### config.mk
export PLATFORM = sky130hd
export DESIGN_NAME = tidc_queue
export DESIGN_NICKNAME = d
export VERILOG_FILES = /design/src/tag_id_inventory_counter_assert.svh /design/src/tidc_pkg.sv /design/src/tidc_queue.sv
export SDC_FILE = /design/constraint.sdc
export NUM_CORES = 1
export LEC_CHECK = 0
export BUFFER_PORTS_ARGS = -buffer_cell sky130_fd_sc_hd__buf_2
export CORE_MARGIN = 3
export CORE_UTILIZATION = 55
export DETAILED_ROUTE_END_ITERATION = 8
export GPL_ROUTABILITY_DRIVEN = 0
export PLACE_DENSITY_LB_ADDON = 0.1
export REMOVE_ABC_BUFFERS = 1
export SETUP_SLACK_MARGIN = 0.4
export SLEW_MARGIN = 10
export SYNTH_ARGS = -nofsm -noshare
export SYNTH_HDL_FRONTEND = slang
export SYNTH_SLANG_ARGS = --single-unit
### constraint.sdc
create_clock -name clock -period 4.21 [get_ports clock]
set_input_delay 0.842 -clock clock [delete_from_list [all_inputs] [get_ports clock]]
set_output_delay 0.842 -clock clock [all_outputs]
set_load 0.005 [all_outputs]
### src/tag_id_inventory_counter_assert.svh
// Assertion macros shared by the inventory counter modules
`ifndef TAG_ID_INVENTORY_COUNTER_ASSERT_SVH
`define TAG_ID_INVENTORY_COUNTER_ASSERT_SVH

`ifndef SYNTH

// expression holds at every edge out of reset
`define TIDC_ASSERT_ALWAYS(label, clk, rst, expr) \
   label: assert property (@(posedge clk) disable iff (rst) (expr)) \
      else $error("tidc assertion failed");

// consequent holds in the same cycle as the antecedent
`define TIDC_ASSERT_IMPLY(label, clk, rst, ante, cons) \
   label: assert property (@(posedge clk) disable iff (rst) (ante) |-> (cons)) \
      else $error("tidc assertion failed");

// consequent holds in the cycle after the antecedent
`define TIDC_ASSERT_NEXT(label, clk, rst, ante, cons) \
   label: assert property (@(posedge clk) disable iff (rst) (ante) |=> (cons)) \
      else $error("tidc assertion failed");

`else

`define TIDC_ASSERT_ALWAYS(label, clk, rst, expr)
`define TIDC_ASSERT_IMPLY(label, clk, rst, ante, cons)
`define TIDC_ASSERT_NEXT(label, clk, rst, ante, cons)

`endif

`endif

### src/tidc_pkg.sv
package tidc_pkg;

   // table sizing
   localparam int TABLE_ENTRIES = 128;
   localparam int COUNT_BITS    = 16;
   localparam int IDX_W         = $clog2(TABLE_ENTRIES);
   localparam int FILL_W        = $clog2(TABLE_ENTRIES + 1);
   localparam logic [COUNT_BITS-1:0] COUNT_MAX = '1;

   // field widths fixed by the transaction format
   localparam int ACTION_W = 2;
   localparam int ID_W     = 40;

   // queue between front and back
   localparam int Q_DEPTH  = 2;
   localparam int QPTR_W   = $clog2(Q_DEPTH);
   localparam int QCNT_W   = $clog2(Q_DEPTH + 1);

   // action codes on the request
   localparam logic [ACTION_W-1:0] ACT_READ         = 2'd0;
   localparam logic [ACTION_W-1:0] ACT_CLEAR_COUNTS = 2'd1;
   localparam logic [ACTION_W-1:0] ACT_CLEAR_TABLE  = 2'd2;

   typedef enum logic [1:0] {
      OP_READ,
      OP_CLEAR_COUNTS,
      OP_CLEAR_TABLE,
      OP_IGNORE
   } op_kind_type;

   typedef enum logic [1:0] {
      ENG_IDLE,
      ENG_SCAN,
      ENG_CLEAR
   } eng_state_type;

   typedef struct packed {
      logic [ACTION_W-1:0] action;
      logic [ID_W-1:0]     tag_id;
   } req_type;

   typedef struct packed {
      logic [IDX_W-1:0]      slot;
      logic [COUNT_BITS-1:0] read_count;
      logic                  is_new;
      logic                  dropped_full;
      logic [FILL_W-1:0]     entries_used;
   } rsp_type;

   // classified transaction held in the queue
   typedef struct packed {
      op_kind_type     kind;
      logic [ID_W-1:0] tag_id;
   } item_type;

   typedef struct packed {
      logic     valid;
      item_type item;
   } push_type;

   typedef struct packed {
      logic full;
      logic empty;
   } q_status_type;

endpackage

### src/tidc_queue.sv
module tidc_queue (
   input  logic                   clock,
   input  logic                   reset,
   input  tidc_pkg::push_type     push,
   input  logic                   pop,
   output tidc_pkg::item_type     head,
   output tidc_pkg::q_status_type q_status
);

   tidc_pkg::item_type              slot_ff [tidc_pkg::Q_DEPTH];
   logic [tidc_pkg::QPTR_W-1:0]     wr_ptr_ff, wr_ptr_in;
   logic [tidc_pkg::QPTR_W-1:0]     rd_ptr_ff, rd_ptr_in;
   logic [tidc_pkg::QCNT_W-1:0]     cnt_ff, cnt_in;
   logic                            do_push, do_pop;

   assign q_status.full  = (cnt_ff == tidc_pkg::QCNT_W'(tidc_pkg::Q_DEPTH));
   assign q_status.empty = (cnt_ff == '0);
   assign do_push = push.valid && !q_status.full;
   assign do_pop  = pop && !q_status.empty;
   assign head    = slot_ff[rd_ptr_ff];

   // pointer and occupancy update, wrapping at the queue depth
   always_comb begin
      wr_ptr_in = wr_ptr_ff;
      rd_ptr_in = rd_ptr_ff;
      cnt_in    = cnt_ff;
      if (do_push) begin
         wr_ptr_in = (wr_ptr_ff == tidc_pkg::QPTR_W'(tidc_pkg::Q_DEPTH - 1)) ?
                     '0 : wr_ptr_ff + 1'b1;
      end
      if (do_pop) begin
         rd_ptr_in = (rd_ptr_ff == tidc_pkg::QPTR_W'(tidc_pkg::Q_DEPTH - 1)) ?
                     '0 : rd_ptr_ff + 1'b1;
      end
      if (do_push && !do_pop) begin
         cnt_in = cnt_ff + 1'b1;
      end else if (do_pop && !do_push) begin
         cnt_in = cnt_ff - 1'b1;
      end
   end

   always_ff @(posedge clock) begin
      if (reset) begin
         wr_ptr_ff <= '0;
         rd_ptr_ff <= '0;
         cnt_ff    <= '0;
      end else begin
         wr_ptr_ff <= wr_ptr_in;
         rd_ptr_ff <= rd_ptr_in;
         cnt_ff    <= cnt_in;
      end
   end

   // storage
   always_ff @(posedge clock) begin
      if (do_push) begin
         slot_ff[wr_ptr_ff] <= push.item;
      end
   end

endmodule

# Word-level counts from Yosys, hierarchy flattened
# Memory sizes are Yosys's and may differ from the RTL's. A register that Yosys moved wholly into a read port is not among the register bits.
# Index checks and enable logic that the tools add are counted.
# totals
memories	1
latchBits	0
mem_bits_ro	0
ramBits	84
regBits	4
# classes
n_addsub	4
n_reduce_logical	10
div	0
bitwise_logic	0
n_lt_le_gt_ge	0
shifts	0
n_mul	0
eq_ne	1
n_mux	8
# memory_table
memory	words	width	rd	rd_clocked_by_memory_dff	wr	line_no	text
slot_ff	2	42	1	1	1	tidc_queue.sv:10	tidc_pkg::item_type slot_ff [tidc_pkg::Q_DEPTH];
# op_table
cell	n
$mux W1	6
$logic_and A1 B1 Y1	4
$logic_not A1 Y1	4
$mux W2	2
$add A1 B1 Y1 const B	2
$add A2 B1 Y2 const B	1
$eq A2 B2 Y1 const B	1
$logic_not A2 Y1	1
$reduce_bool A2 Y1	1
$sub A2 B1 Y2 const B	1

# Depth between registers and ports, before layout
# logic_depth
word_depth	7
mapped_depth	6
ltp_nobuf	6

# Worst setup path after synthesis
# Ideal clock, no wire load.
# synth_path
kind	input port to flip-flop
start	input push[42] (netlist name)
end	memory slot_ff[0][0] (netlist name) (enable)
setup_slack_ns	1.740
stages	3
arrival_ns	2.074
setup_time_ns	0.396
path_buffers	0
required_time_ns	3.814
cell_sequence	inv_1 or3_1 inv_1
# synth_via
elab_chain_len	3
# synth_rtl
element	line_no	text
start: declaration	tidc_queue.sv:4	input tidc_pkg::push_type push,
$logic_and A1 B1 Y1	tidc_queue.sv:18	assign do_push = push.valid && !q_status.full;
$mux W1	tidc_queue.sv:56	if (do_push) begin
$mux W1 (not written as such)	tidc_queue.sv:57	slot_ff[wr_ptr_ff] <= push.item;
end: declaration	tidc_queue.sv:10	
# Every way passes these cells.

==> summary.txt <==
Outcome
  – Status: complete, no violations

Setup path
  – Largest stage delay, worst path: around 0.99 ns
  – Critical Path RT: 3.37 ns
  – Crit path max-delay cell type: dfxtp_2
  – Worst r2r src: cnt_ff[0]
  – CP Max Fanout: 42
  – Crit path DAT: 1.88 ns
  – Crit path kind: reg -> out
  – Critical path capture point type: output pin
  – WP buf/inv: 1
  – Critical-path cell list: mux2_2 > buf_2
  – Crit start category: register
  – Crit path max-delay family: flip-flops

STA
  – Hold WS: 0.502 ns
  – Actual slew at the worst max-slew pin: 0.995 ns
  – Normalized max-slew margin: ~34%
  – Crit share post-route: 64.7%
  – Setup TNS Final: 0 ns
  – Setup violations, final: 0
  – FMAX: 367 MHz
  – Final hold violations: 0
  – RSZ-0062 raised after global routing: false
  – Fin. max-slew vios: 0
  – Crit path time final: 2.72 ns
  – Worst Skew: around 0.009 ns

Flow run
  – Max cap viols: 0

Routing
  – WL met2: 2420 µm
  – DR vias: 1,650
  – Wire length per cell: 15.4 µm
  – Routed Antenna Nets: 0
  – Top sig layer: met4
  – Met1 Wirelength: 2190 µm
  – Routed wire length: 5040 µm
  – DRC Markers: 0
  – Metal3 WL: between 300 and 400 µm
  – Initial DRC count: 102
  – Vias/cell: 5.03
  – Pre-antenna DRT Iters: 4

Logic synthesis
  – Post-synth top area share: 77.9%
  – Netlist Area Pre-Place: 3240 µm²
  – Syn Area/Cell: 20.8 µm²
  – Synthesized flop and latch total: 89
  – Post-Synthesis Cells: about 160
  – Post-synthesis sequential area ratio: 81.0%
  – Number of synthesis warnings: 0
  – Dominant cells by area after synthesis: edfxtp_1 (78%), mux2_2 (15%), dfxtp_1 (3.1%), xor2_1 (0.81%), buf_2 (0.77%)
  – Synth unique cells: 13
  – Leading area contributor after synthesis: edfxtp_1

Layout
  – Fillers: between 300 and 400
  – Final net count: 298
  – Final std cells w/o fill: 328
  – Synthesis-to-finish area growth: 22.6%
  – Area of the multi-input gates: 584 µm²
  – N_diodes: 0
  – Share of layout cells above drive strength 1: roughly three fifths
  – Seq. cell area: around 2600 µm²

Clock network
  – Root buf cell: clkbuf_8
  – Clock Tree Buf Depth: 2
  – Clock transition at the registers of the reported paths: approximately 0.08 ns
  – Worst skew pair latency: 0.34 ns
  – CTS Hold Buffers Added: 0
  – # H-tree levels: 3
  – PostCTS Resize Cnt: 0
  – Setup Buffers After CTS: 0
  – Num CTS Buffers: 9
  – CTS sink cnt: between 80 and 90
  – CTS tree: yes

Global routing
  – Gr usage total: 15.1%
  – Largest net degree at the start of global routing: 43
  – First-pass GRT wire length: just over 7000 µm
  – Initial antenna violation count: 0
  – Number of global-route vias before repair: 1,580
  – Global route overflow: 0

Hold path
  – Hold crit path type: reg -> reg
  – Min-Delay Startpoint: wr_ptr_ff

Floorplanning
  – IO Pins: 90
  – Core Region: 5610 µm²
  – DIE WIDTH: 82.7 µm
  – Die height: 82.7 µm
  – Initial core utilization: ~58%
  – Die area: 6840 µm²
  – Rows: 27

Placement
  – Final HPWL DP: about 3200 µm
  – Number of port buffers: 89
  – Placed cell count: 312

Pwr
  – Sw Share: 24.4%
  – Sequential power share: 52.8%
  – Pwr dens: 575 nW/µm²
  – Leakage: 1.50 nW
  – Clock share of power: 26.5%
  – Net Switching: approximately 0.56 mW
  – Max IR drop VDD: 0.000426 V
  – Int Pwr: roughly 1.7 mW
  – Combinational power share: between 20% and 30%
[kinds of logic after synthesis]
group	share of synthesized area, %
xor+xnor	0.812
simple gates	1.43
mux	14.6
buf+inv	1.00
flops	81.0
fa+ha+maj	0.386
compound gates	0.773
[path summary, 6_finish.rpt]
path	to	cells after the start	slack (ns)
max reg2reg	slot_ff[0][36]	3	2.29
min reg2reg	wr_ptr_ff	2	0.50
min	wr_ptr_ff	2	0.50
max	head[8]	2	1.49
[cell usage in the layout, fill, tap and decap left out, drive strengths merged]
| master | count |
|---|---|
| nor2b | 1 |
| mux2 | 42 |
| dfxtp | 5 |
| nor2 | 5 |
| inv | 2 |
| a21oi | 2 |
| clkinv | 1 |
| bufinv | 1 |
| or3 | 2 |
| o21ai | 3 |
| xor2 | 3 |
| ha | 1 |
| and2 | 1 |
| buf | 89 |
| edfxtp | 84 |
| clkbuf | 14 |
[through the flow]
stage          utilization [%]  instance area (µm²)  total power, mW  setup WS, ns
2_1_floorplan                -                 3210             1.48          1.74
3_3_place_gp              66.9                 3750             1.70          1.78
3_5_place_dp              66.9                 3750             1.70          1.79
4_1_cts                   70.8                 3970             2.31          1.42
5_1_grt                   70.8                 3970             2.40          1.35
6_report                  70.8                 3970             2.28          1.49
[worst register-to-register path, stage by stage, from the launching register on]
cell and delay [ns]:
dfxtp_1 0.44, nor2b_2 0.09, or3_1 0.34, inv_2 0.66
[synthesized netlist by cell type]
| library cell | n |
|---|---|
| or3_1 | 2 |
| a21oi_1 | 2 |
| edfxtp_1 | 84 |
| nor2b_2 | 1 |
| and2_1 | 1 |
| buf_2 | 5 |
| xor2_1 | 3 |
| nor2_1 | 5 |
| mux2_2 | 42 |
| ha_1 | 1 |
| o21ai_0 | 3 |
| inv_1 | 2 |
| dfxtp_1 | 5 |
[registers in the layout, summed over array words and instances, names as in the netlist, named ones only]
register / count
slot_ff: 84
cnt_ff: 2
rd_ptr_ff: 1
wr_ptr_ff: 1
[routing by layer]
layer	vias to the layer above	global-route usage [%]
li1	793	-
met3	10	4.23
met2	59	23.2
met1	788	18.9
met5	-	0
met4	0	9.31
[final cells by class]
class	count	share of cell area, %
Clock inverter	2	0.883
Clock buffer	14	4.60
Tap cell	72	2.27
Multi-Input combinational cell	60	14.7
Inverter	2	0.189
Timing Repair Buffer	89	11.2
Sequential cell	89	66.1
[power groups by stage]
| stage | logic [mW] | registers [mW] | clock network (mW) |
|---|---|---|---|
| 4_1_cts | 0.485 | 1.21 | 0.615 |
| 6_report | 0.472 | 1.20 | 0.605 |
| 3_3_place_gp | 0.476 | 1.22 | 0 |
| 2_1_floorplan | 0.287 | 1.20 | 0 |
| 3_5_place_dp | 0.478 | 1.23 | 0 |
| 5_1_grt | 0.529 | 1.22 | 0.655 |
Power figures use the tool's default switching activity.
